<file path="src/hw/rtl/assert_macros.svh">
// Assertion macros shared by the RTL of the SHA-256 hasher.
// No dependencies; included by files that carry concurrent checks.
`ifndef ASSERT_MACROS_SVH
`define ASSERT_MACROS_SVH

// Check a property on every rising edge, ignored while reset is low.
`define ASSERT_CLK(label, clk, rstn, prop, msg) \
    label: assert property (@(posedge clk) disable iff (!rstn) (prop)) else $error(msg);

// Check that a condition on one edge implies another on the next edge.
`define ASSERT_NEXT(label, clk, rstn, cond, prop, msg) \
    label: assert property (@(posedge clk) disable iff (!rstn) (cond) |=> (prop)) else $error(msg);

`endif

</file>
<file path="src/hw/rtl/sha256_pkg.sv">
// Types and constants of the SHA-256 byte stream hasher.
// Holds the sequencer state type, opcodes, initial hash values, round
// constants and the sigma functions. No dependencies.
package sha256_pkg;

    // Sequencer states
    typedef enum logic [2:0] {
        ST_IDLE,
        ST_ROUND,
        ST_UPDATE,
        ST_PAD,
        ST_LEN,
        ST_EMIT
    } state_t;

    // Input opcodes (carried on s_tuser)
    localparam logic OP_APPEND   = 1'b0;
    localparam logic OP_FINALIZE = 1'b1;

    localparam logic [7:0] PAD_MARK      = 8'h80;
    localparam logic [5:0] LEN_POS       = 6'd56;
    localparam logic [5:0] LAST_BYTE_POS = 6'd63;
    localparam logic [5:0] LAST_ROUND    = 6'd63;
    localparam logic [2:0] LAST_WORD_IDX = 3'd7;
    localparam logic [63:0] BYTE_BITS    = 64'd8;

    localparam logic [31:0] HASH_IV [8] = '{
        32'h6a09e667, 32'hbb67ae85, 32'h3c6ef372, 32'ha54ff53a,
        32'h510e527f, 32'h9b05688c, 32'h1f83d9ab, 32'h5be0cd19
    };

    localparam logic [31:0] ROUND_K [64] = '{
        32'h428a2f98, 32'h71374491, 32'hb5c0fbcf, 32'he9b5dba5,
        32'h3956c25b, 32'h59f111f1, 32'h923f82a4, 32'hab1c5ed5,
        32'hd807aa98, 32'h12835b01, 32'h243185be, 32'h550c7dc3,
        32'h72be5d74, 32'h80deb1fe, 32'h9bdc06a7, 32'hc19bf174,
        32'he49b69c1, 32'hefbe4786, 32'h0fc19dc6, 32'h240ca1cc,
        32'h2de92c6f, 32'h4a7484aa, 32'h5cb0a9dc, 32'h76f988da,
        32'h983e5152, 32'ha831c66d, 32'hb00327c8, 32'hbf597fc7,
        32'hc6e00bf3, 32'hd5a79147, 32'h06ca6351, 32'h14292967,
        32'h27b70a85, 32'h2e1b2138, 32'h4d2c6dfc, 32'h53380d13,
        32'h650a7354, 32'h766a0abb, 32'h81c2c92e, 32'h92722c85,
        32'ha2bfe8a1, 32'ha81a664b, 32'hc24b8b70, 32'hc76c51a3,
        32'hd192e819, 32'hd6990624, 32'hf40e3585, 32'h106aa070,
        32'h19a4c116, 32'h1e376c08, 32'h2748774c, 32'h34b0bcb5,
        32'h391c0cb3, 32'h4ed8aa4a, 32'h5b9cca4f, 32'h682e6ff3,
        32'h748f82ee, 32'h78a5636f, 32'h84c87814, 32'h8cc70208,
        32'h90befffa, 32'ha4506ceb, 32'hbef9a3f7, 32'hc67178f2
    };

    function automatic logic [31:0] rotr(input logic [31:0] x, input int unsigned n);
        return (x >> n) | (x << (32 - n));
    endfunction

    function automatic logic [31:0] big_sigma0(input logic [31:0] x);
        return rotr(x, 2) ^ rotr(x, 13) ^ rotr(x, 22);
    endfunction

    function automatic logic [31:0] big_sigma1(input logic [31:0] x);
        return rotr(x, 6) ^ rotr(x, 11) ^ rotr(x, 25);
    endfunction

    function automatic logic [31:0] small_sigma0(input logic [31:0] x);
        return rotr(x, 7) ^ rotr(x, 18) ^ (x >> 3);
    endfunction

    function automatic logic [31:0] small_sigma1(input logic [31:0] x);
        return rotr(x, 17) ^ rotr(x, 19) ^ (x >> 10);
    endfunction

endpackage

</file>
<file path="src/hw/rtl/sha256_byte_stream_hasher_unit.sv">
// SHA-256 byte stream hasher: top level with block shift register,
// one shared round unit and the sequencer. Depends on sha256_pkg and
// assert_macros.svh.
//
//  channel | dir | tdata                  | tuser           | tlast
//  s_      | in  | [7:0] data_byte        | [0] opcode      | -
//  m_      | out | [31:0] digest_word      | [2:0] word_index| last_word
//
// An append word is shifted into the block; the one that fills a block then
// runs 64 rounds of the single round unit, then the chaining update.
// A finalize word with n pending bytes shifts padding bytes in ST_PAD up to
// the length field or the block end, then the length bytes in ST_LEN, and
// compresses each filled block (two blocks when n >= 56); it then emits eight
// output words, one per accepted m_ handshake.
// s_tready is high only while idle; a stalled m_ side holds the digest word.
// Reset (aresetn low, synchronous) restores the initial hash values.
`include "assert_macros.svh"

module sha256_byte_stream_hasher_unit
    import sha256_pkg::*;
(
    input  logic        aclk,
    input  logic        aresetn,
    input  logic        s_tvalid,
    output logic        s_tready,
    input  logic [7:0]  s_tdata,   // [7:0] data_byte
    input  logic        s_tuser,   // [0] opcode
    output logic        m_tvalid,
    input  logic        m_tready,
    output logic [31:0] m_tdata,   // [31:0] digest_word
    output logic [2:0]  m_tuser,   // [2:0] word_index
    output logic        m_tlast
);

    state_t        state_reg, state_next;
    logic [511:0]  blk_reg, blk_next;
    logic [31:0]   hash_reg [8];
    logic [31:0]   hash_next [8];
    logic [31:0]   work_reg [8];
    logic [31:0]   work_next [8];
    logic [5:0]    byte_cnt_reg, byte_cnt_next;
    logic [5:0]    round_cnt_reg, round_cnt_next;
    logic [2:0]    word_idx_reg, word_idx_next;
    logic [63:0]   bitlen_reg, bitlen_next;
    logic          mark_sent_reg, mark_sent_next;
    logic          len_sent_reg, len_sent_next;

    logic          s_accept, m_accept;
    logic          shift_en, load_work, do_round, do_update;
    logic          pad_done;
    logic [7:0]    shift_byte;
    logic [31:0]   w0, w1, w9, w14, w_new;
    logic [31:0]   t1, t2, ch, maj;

    assign s_accept = s_tvalid && s_tready;
    assign m_accept = m_tvalid && m_tready;
    assign pad_done = mark_sent_reg && (byte_cnt_reg == LEN_POS);

    // Schedule taps: word j of the window sits at the top-down position j
    assign w0  = blk_reg[511:480];
    assign w1  = blk_reg[479:448];
    assign w9  = blk_reg[223:192];
    assign w14 = blk_reg[63:32];
    assign w_new = small_sigma1(w14) + w9 + small_sigma0(w1) + w0;

    // Shared round unit
    assign ch  = (work_reg[4] & work_reg[5]) ^ (~work_reg[4] & work_reg[6]);
    assign maj = (work_reg[0] & work_reg[1]) ^ (work_reg[0] & work_reg[2])
               ^ (work_reg[1] & work_reg[2]);
    assign t1  = work_reg[7] + big_sigma1(work_reg[4]) + ch + ROUND_K[round_cnt_reg] + w0;
    assign t2  = big_sigma0(work_reg[0]) + maj;

    // Next state
    always_comb begin
        state_next = state_reg;
        case (state_reg)
            ST_IDLE: begin
                if (s_accept) begin
                    if (s_tuser == OP_FINALIZE) begin
                        state_next = ST_PAD;
                    end else if (byte_cnt_reg == LAST_BYTE_POS) begin
                        state_next = ST_ROUND;
                    end
                end
            end
            ST_ROUND: begin
                if (round_cnt_reg == LAST_ROUND) begin
                    state_next = ST_UPDATE;
                end
            end
            ST_UPDATE: begin
                if (len_sent_reg) begin
                    state_next = ST_EMIT;
                end else if (mark_sent_reg) begin
                    state_next = ST_PAD;
                end else begin
                    state_next = ST_IDLE;
                end
            end
            ST_PAD: begin
                if (pad_done) begin
                    state_next = ST_LEN;
                end else if (byte_cnt_reg == LAST_BYTE_POS) begin
                    state_next = ST_ROUND;
                end
            end
            ST_LEN: begin
                if (byte_cnt_reg == LAST_BYTE_POS) begin
                    state_next = ST_ROUND;
                end
            end
            ST_EMIT: begin
                if (m_accept && (word_idx_reg == LAST_WORD_IDX)) begin
                    state_next = ST_IDLE;
                end
            end
            default: state_next = ST_IDLE;
        endcase
    end

    // Sequencer outputs
    always_comb begin
        s_tready   = 1'b0;
        m_tvalid   = 1'b0;
        shift_en   = 1'b0;
        do_round   = 1'b0;
        do_update  = 1'b0;
        shift_byte = s_tdata;
        case (state_reg)
            ST_IDLE: begin
                s_tready = 1'b1;
                shift_en = s_accept && (s_tuser == OP_APPEND);
            end
            ST_ROUND:  do_round = 1'b1;
            ST_UPDATE: do_update = 1'b1;
            ST_PAD: begin
                shift_en   = !pad_done;
                shift_byte = mark_sent_reg ? 8'h00 : PAD_MARK;
            end
            ST_LEN: begin
                shift_en   = 1'b1;
                shift_byte = bitlen_reg[63:56];
            end
            ST_EMIT:   m_tvalid = 1'b1;
            default: begin
                s_tready = 1'b0;
            end
        endcase
        load_work = (state_next == ST_ROUND) && (state_reg != ST_ROUND);
    end

    // Datapath next values
    always_comb begin
        blk_next       = blk_reg;
        byte_cnt_next  = byte_cnt_reg;
        round_cnt_next = round_cnt_reg;
        word_idx_next  = word_idx_reg;
        bitlen_next    = bitlen_reg;
        mark_sent_next = mark_sent_reg;
        len_sent_next  = len_sent_reg;
        hash_next      = hash_reg;
        work_next      = work_reg;

        // Shift one message, padding or length byte into the block
        if (shift_en) begin
            blk_next      = {blk_reg[503:0], shift_byte};
            byte_cnt_next = byte_cnt_reg + 6'd1;
        end
        if (state_reg == ST_IDLE && s_accept) begin
            if (s_tuser == OP_APPEND) begin
                bitlen_next = bitlen_reg + BYTE_BITS;
            end else begin
                mark_sent_next = 1'b0;
                len_sent_next  = 1'b0;
            end
        end
        if (state_reg == ST_PAD && !pad_done) begin
            mark_sent_next = 1'b1;
        end
        if (state_reg == ST_LEN) begin
            bitlen_next = {bitlen_reg[55:0], 8'h00};
            if (byte_cnt_reg == LAST_BYTE_POS) begin
                len_sent_next = 1'b1;
            end
        end

        // Start a block from the chaining words
        if (load_work) begin
            work_next      = hash_reg;
            round_cnt_next = '0;
        end

        // One compression round; slide the schedule window
        if (do_round) begin
            work_next[7]   = work_reg[6];
            work_next[6]   = work_reg[5];
            work_next[5]   = work_reg[4];
            work_next[4]   = work_reg[3] + t1;
            work_next[3]   = work_reg[2];
            work_next[2]   = work_reg[1];
            work_next[1]   = work_reg[0];
            work_next[0]   = t1 + t2;
            blk_next       = {blk_reg[479:0], w_new};
            round_cnt_next = round_cnt_reg + 6'd1;
        end

        // Fold the working words into the chaining words
        if (do_update) begin
            for (int i = 0; i < 8; i++) begin
                hash_next[i] = hash_reg[i] + work_reg[i];
            end
        end

        // Advance the digest word; restart the message after the last one
        if (m_accept) begin
            word_idx_next = word_idx_reg + 3'd1;
            if (word_idx_reg == LAST_WORD_IDX) begin
                hash_next      = HASH_IV;
                byte_cnt_next  = '0;
                bitlen_next    = '0;
                mark_sent_next = 1'b0;
                len_sent_next  = 1'b0;
            end
        end
    end

    // Control and chaining state
    always_ff @(posedge aclk) begin
        if (!aresetn) begin
            state_reg     <= ST_IDLE;
            hash_reg      <= HASH_IV;
            byte_cnt_reg  <= '0;
            round_cnt_reg <= '0;
            word_idx_reg  <= '0;
            bitlen_reg    <= '0;
            mark_sent_reg <= 1'b0;
            len_sent_reg  <= 1'b0;
        end else begin
            state_reg     <= state_next;
            hash_reg      <= hash_next;
            byte_cnt_reg  <= byte_cnt_next;
            round_cnt_reg <= round_cnt_next;
            word_idx_reg  <= word_idx_next;
            bitlen_reg    <= bitlen_next;
            mark_sent_reg <= mark_sent_next;
            len_sent_reg  <= len_sent_next;
        end
    end

    // Block window and working words
    always_ff @(posedge aclk) begin
        blk_reg  <= blk_next;
        work_reg <= work_next;
    end

    // Result channel
    assign m_tdata = hash_reg[word_idx_reg];
    assign m_tuser = word_idx_reg;
    assign m_tlast = (word_idx_reg == LAST_WORD_IDX);

    // Checks
    `ASSERT_CLK(a_no_overlap, aclk, aresetn, !(s_tready && m_tvalid), "input and output both open")
    `ASSERT_CLK(a_emit_block_empty, aclk, aresetn, !m_tvalid || (byte_cnt_reg == '0), "bytes pending")
    `ASSERT_CLK(a_round_cnt_idle, aclk, aresetn, (state_reg == ST_ROUND) || (round_cnt_reg == '0), "round count")
    `ASSERT_NEXT(a_restart, aclk, aresetn, m_accept && m_tlast, s_tready && (bitlen_reg == '0), "no restart")

endmodule

</file>
<file path="config.mk">
export PLATFORM = sky130hd
export DESIGN_NAME = sha256_byte_stream_hasher_unit
export DESIGN_NICKNAME = d
export VERILOG_FILES = /design/src/hw/rtl/sha256_pkg.sv /design/src/hw/rtl/sha256_byte_stream_hasher_unit.sv
export VERILOG_INCLUDE_DIRS = /design/src /design/src/hw/rtl
export SDC_FILE = /design/constraint.sdc
export NUM_CORES = 2
export LEC_CHECK = 0
export BUFFER_PORTS_ARGS = -buffer_cell sky130_fd_sc_hd__buf_2
export CELL_PAD_IN_SITES_DETAIL_PLACEMENT = 1
export CELL_PAD_IN_SITES_GLOBAL_PLACEMENT = 1
export CORE_ASPECT_RATIO = 1.1
export CORE_MARGIN = 5
export CORE_UTILIZATION = 35
export CTS_BUF_LIST = sky130_fd_sc_hd__clkbuf_4
export CTS_CLUSTER_SIZE = 12
export DETAILED_ROUTE_END_ITERATION = 6
export PLACE_DENSITY_LB_ADDON = 0.3
export SETUP_SLACK_MARGIN = 0.15
export SYNTH_ARGS = -nofsm -noshare
export SYNTH_HDL_FRONTEND = slang
export SYNTH_SLANG_ARGS = --single-unit
</file>
<file path="constraint.sdc">
create_clock -name aclk -period 26.7 [get_ports aclk]
set_input_delay 1.335 -clock aclk [delete_from_list [all_inputs] [get_ports aclk]]
set_output_delay 1.335 -clock aclk [all_outputs]
set_load 0.005 [all_outputs]
</file>
After elaboration in Yosys (flattened, before gate mapping)
Memories as Yosys holds them, arrays and structs flattened.
Index checks and enable logic that the tools add are counted.
- register bits after elaboration: 1108
- bits in latches: 0
- RAM bits: 0
- memory bits (read-only): 2048
- input bits: 13
- output and inout port bits: 38
- logic and storage cells: 151
- memories kept: 1
- memory list (name ; words ; bits a word ; rd ports ; clocked after memory_dff ; write ports ; line ; text):
    (no name shown) ; 64 ; 32 ; 1 ; 0 ; 0 ; sha256_byte_stream_hasher_unit.sv:70 ; assign t1 = work_reg[7] + big_sigma1(work_reg[4]) + ch + ROUND_K[round_cnt_reg] + w0;
- $add $sub $neg: 22
- $mul: 0
- div/mod/pow operators: 0
- $lt $le $gt $ge: 2
- eq/ne operators: 11
- shift-type cells: 0
- mux-type cells: 49
- bitwise gates (word level): 30
- reduce and logical (&&, ||, !) cells: 12
- operator list (kind ; count):
    256-bit two-way mux ; 5
    512-bit two-way mux ; 2
    32-bit adder ; 18
    64-bit two-way mux ; 5
    32-bit bitwise XOR ; 9
    32-bit AND ; 5
    32-bit two-way mux ; 4
    32-bit binary-select mux with 3-bit select ; 1
    64-bit by 4-bit adder with 64-bit output, second input constant ; 1
    32-bit NOT ; 1
    10-bit by 32-bit OR with 32-bit output ; 1
    13-bit by 32-bit OR with 32-bit output ; 1
    14-bit by 32-bit OR with 32-bit output ; 1
    15-bit by 32-bit OR with 32-bit output ; 1
    19-bit by 32-bit OR with 32-bit output ; 1
    21-bit by 32-bit OR with 32-bit output ; 1
    25-bit by 32-bit OR with 32-bit output ; 1
    26-bit by 32-bit OR with 32-bit output ; 1
    30-bit by 32-bit OR with 32-bit output ; 1
    7-bit by 32-bit OR with 32-bit output ; 1
    32-bit by 22-bit bitwise XOR with 32-bit output ; 1
    32-bit by 29-bit bitwise XOR with 32-bit output ; 1
    6-bit two-way mux ; 5
    3-bit two-way mux ; 7
    other kinds (22) ; 51

Depth between registers and ports, before layout
- depth in word-level cells: 10
- depth in mapped cells: 37

Least setup slack after synthesis
Ideal clock, no wire load.
- path type: reg2reg
- start: register state_reg[2]
- end: register blk_reg[0], enable pin
- library setup time: 5973 ps
- arrival: 15665 ps
- slack: 5062 ps
- stages on the path, launching flop included: 8
- cell sequence: dfxtp_1 clkbuf_1 nor2_1 nand2_1 clkbuf_1 clkbuf_1 clkbuf_1 nand4_1
- word-level cells in the longest chain between the ends: 6
- elaborated cells between the ends (all ways): 10
- classes of those cells: 3 x eq/ne; 3 x mux; 4 x reduce/logical
- RTL lines (what ; line ; text):
    start: declaration ; sha256_byte_stream_hasher_unit.sv:35 ; state_t state_reg, state_next;
    start signal: assignment ; sha256_byte_stream_hasher_unit.sv:239 ; state_reg <= state_next;
    3-bit logical NOT ; sha256_byte_stream_hasher_unit.sv:129 ; case (state_reg)
    1-bit two-way mux ; sha256_byte_stream_hasher_unit.sv:129 ;
    1-bit logical AND ; sha256_byte_stream_hasher_unit.sv:55 ; assign s_accept = s_tvalid && s_tready;
    1-bit logical AND ; sha256_byte_stream_hasher_unit.sv:132 ; shift_en = s_accept && (s_tuser == OP_APPEND);
    1-bit case mux with 3 select lines ; sha256_byte_stream_hasher_unit.sv:129 ;
    2-bit nonzero test (no line) (*) ; -- ;
    end signal: assignment ; sha256_byte_stream_hasher_unit.sv:252 ; blk_reg <= blk_next;
    end: declaration ; sha256_byte_stream_hasher_unit.sv:36 ; logic [511:0] blk_reg, blk_next;
Every way passes the cells marked *; elsewhere a longest branch is shown, timed or not.
A chain may end at the register's enable or synchronous reset.

==> Flow_metrics.wiki <==
{| class="wikitable"
! Metric !! Value
|-
| Status || finished, final reports clean
|-
| Worst EP required || ~28 ns
|-
| Synth Flop Type || edfxtp_1
|-
| Max Clock Freq || 103 MHz
|-
| Clock root buffer || clkbuf_4
|-
| Number of gates on the worst path with buffers counted || 36
|-
| Pin count of the biggest net entering global routing || ~240
|-
| Wire length on met2 || 126 mm
|-
| Vert. Die Dim || about 500 um
|-
| Number of setup violations in the final report || 0
|-
| Buffers from clock root to sink, at most || 4
|-
| Count of buffering cells on the critical path with inverters included || 7
|-
| Count of boundary I/O pins || 51
|-
| Unrepaired setup endpoints after global routing || no
|-
| Detail-routed net length per standard cell || approximately 24 um
|-
| Number of detailed-route iterations in the first pass || 7
|-
| Met3 wire length || 15.9 mm
|-
| Final clock skew || between 0.1 and 0.15 ns
|-
| Total nets after synthesis || 9,158
|-
| Most area-hungry cell type in the Yosys netlist || edfxtp_1
|-
| Max transition margin || 0.157
|-
| Number of DRC markers after the initial detailed-route iteration || ~4,800
|-
| Synth cell types || 87
|-
| Buffers inserted during post-CTS setup optimization || 0
|-
| Post-CTS clock slew at the launch and capture registers of the worst setup and hold paths || 0.06 ns
|-
| R2R Path End || work_reg[254]
|-
| Chip Width || approximately 450 um
|-
| Startpoint of the lowest-slack hold path || s_tdata[4]
|-
| M1 WL || ~120 mm
|-
| Count of flip-flops with a built-in enable after synthesis || between 700 and 800
|-
| Final worst path period need || slightly below 10 ns
|-
| CORE AREA || approximately 0.21 mm^2
|-
| Buffers on Ports || 50
|-
| Most area-consuming cells after synthesis || edfxtp_1 31%, nand2_1 12%, dfxtp_1 9.1%
|-
| Number of global-route vias before repair || 66,000
|-
| Number of cells on the worst hold path || 3
|-
| Area added between synthesis and finish || 9.08%
|-
| Vias per Instance || roughly 5.5
|-
| Via count || ~64,000
|-
| Flip-flop count of the largest register, all copies and words added || just over 500
|-
| HPWL after DPL || between 200 and 250 mm
|-
| Slew at the pin with the worst max-slew slack || approximately 1.3 ns
|-
| Post-layout net count || between 9,000 and 10,000
|-
| Number of H-tree levels || 5
|-
| Gate family responsible for the most delay along the worst path || compound AO/OA/AOI/OAI gates
|-
| Max cap viols || 0
|-
| Longest individual stage delay on the worst path || just over 0.9 ns
|-
| Register-to-Register Setup Slack || around 17 ns
|-
| Crit path kind || reg -> reg
|-
| Top Metal Used || met5
|-
| Share of cells above drive strength 1 || 0.0923
|-
| Final worst-path cycle share || 0.364
|-
| Synthesis Warnings || 0
|-
| Global-route total usage across every layer || 0.241
|-
| Launching element type of the critical path || flip-flop
|-
| Remaining antenna violation count || 0
|-
| Signal arrival time at the worst endpoint || about 11 ns
|-
| Final setup TNS || 0 ns
|-
| Wirelength, routed || between 200 and 300 mm
|-
| Initial standard-cell utilization of the core || 0.351
|-
| Ranking of synthesized cells by instance count || 2,448 x nand2_1, 768 x edfxtp_1, 508 x o21ai_0
|-
| Cell count after synthesis || roughly 8,500
|-
| CP endpoint kind || flip-flop
|-
| Total of flip-flops plus latches after synthesis || roughly 1,100
|-
| Cts bufs inserted || between 300 and 400
|-
| Syn Std Cell Area || 0.0751 mm^2
|-
| Die footprint || between 0.2 and 0.25 mm^2
|-
| Number of core rows || roughly 180
|-
| Number of antenna violations at the first check in global routing || 16
|-
| Top-count cell post-synth || nand2_1
|-
| Share of Yosys cell area claimed by the top area cell type || 0.307
|-
| First-pass GRT wire length || approximately 420 mm
|-
| Critical-path maximum fanout || 20
|-
| Avg Cell Area, Syn || 8.79 um^2
|-
| Hold-fix buffer count after cts || 0
|-
| Total grt overflow || 0
|-
| Max-slew violation count || 0
|-
| Final weighted congestion of routability-driven global placement || a little over 0.9
|-
| Async set-or-reset flop fraction in the synthesized netlist || 0
|-
| Total of cells resized after clock tree synthesis || 0
|-
| Classification of the worst-slack hold path || in -> reg
|-
| Cell with the largest stage delay on the worst path || ha_1
|-
| Skew-Pair Late Insertion Delay || between 1 and 1.5 ns
|-
| Seq/Total Area, Yosys || 0.398
|-
| DRC || 0
|-
| CTS tree || done
|-
| FILL cells || around 25,000
|-
| Number of clock sinks || about 1,100
|-
| Hold path endpoint || blk_reg[4]
|-
| Depth of the worst register-to-register path || 36
|-
| Final number of hold-violating endpoints || 0
|-
| Reg2reg start || round_cnt_reg[1]
|}
==> metal layers <==
metal | vias up | track usage
met5 | - | 0
met1 | 32100 | 0.323
met2 | 1652 | 0.390
met4 | 10 | 0.0877
li1 | 29500 | -
met3 | 470 | 0.0429
==> placed cells by master, fill, tap and decap left out, types with 49 or more instances in the layout <==
| cell | n |
|---|---|
| a211oi_1 | 98 |
| a21o_1 | 209 |
| a21oi_1 | 481 |
| a31oi_1 | 49 |
| and3_1 | 49 |
| buf_2 | 50 |
| buf_4 | 90 |
| clkbuf_4 | 494 |
| clkinv_1 | 75 |
| dfxtp_1 | 333 |
| edfxtp_1 | 768 |
| fa_1 | 195 |
| ha_1 | 401 |
| inv_1 | 474 |
| mux4_2 | 70 |
| nand2_1 | 2444 |
| nand3_1 | 116 |
| nor2_1 | 354 |
| nor2b_1 | 59 |
| nor3_1 | 79 |
| o211ai_1 | 97 |
| o21a_1 | 60 |
| o21ai_0 | 506 |
| xnor2_1 | 358 |
| xor2_1 | 264 |
==> through the flow <==
stage,std cells,hold WS [ns],utilization,worst slack (ns),instance area [um^2]
2_1_floorplan,8549,0.450,-,5.06,75100
3_3_place_gp,11000,0.465,0.364,17.42,77900
3_5_place_dp,11000,0.473,0.364,17.28,77900
4_1_cts,11600,0.193,0.383,17.12,81900
5_1_grt,11600,0.285,0.383,16.49,82000
6_report,11600,0.368,0.383,16.98,82000
==> tightest hold or removal path, stage by stage <==
cell      delay [ns]
buf_2           0.10
a221oi_1        0.08
a21oi_1         0.12
==> cell type report <==
| class | instances | area (um^2) | share of cell area |
|---|---|---|---|
| diodes | 9 | 22.5 | 0.000275 |
| repair buffers | 143 | 986 | 0.0120 |
| well taps | 2790 | 3490 | 0.0426 |
| inverters | 477 | 1800 | 0.0219 |
| clock buffers | 494 | 3710 | 0.0452 |
| flip-flops and latches | 1108 | 29900 | 0.365 |
| multi-input cells | 6482 | 41700 | 0.509 |
| clock inverters | 81 | 359 | 0.00438 |
==> kinds of logic (layout without fill, tap and decap cells) <==
group | Yosys count | after routing | share of synthesized area
and+or+nand+nor | 3329 | 3329 | 0.182
AOI/OAI and AO/OA | 1776 | 1776 | 0.147
DFF | 1108 | 1108 | 0.398
buffers and inverters | 959 | 1195 | 0.0481
xor gates and xnor gates | 624 | 624 | 0.0731
adders and majority gates | 598 | 598 | 0.119
muxes | 155 | 155 | 0.0331
other | 0 | 9 | 0
==> how the worst max path moves through the flow <==
stage,to,start
floorplan,blk_reg[0],state_reg[2]
global placement,work_reg[255],round_cnt_reg[1]
detailed placement,work_reg[255],round_cnt_reg[1]
CTS,work_reg[255],round_cnt_reg[1]
global route,work_reg[255],round_cnt_reg[1]
finish,work_reg[254],round_cnt_reg[1]
Power is left out: the tool's default activity adds up to more than one toggle a clock period on the data nets, which glitch-free logic cannot reach.
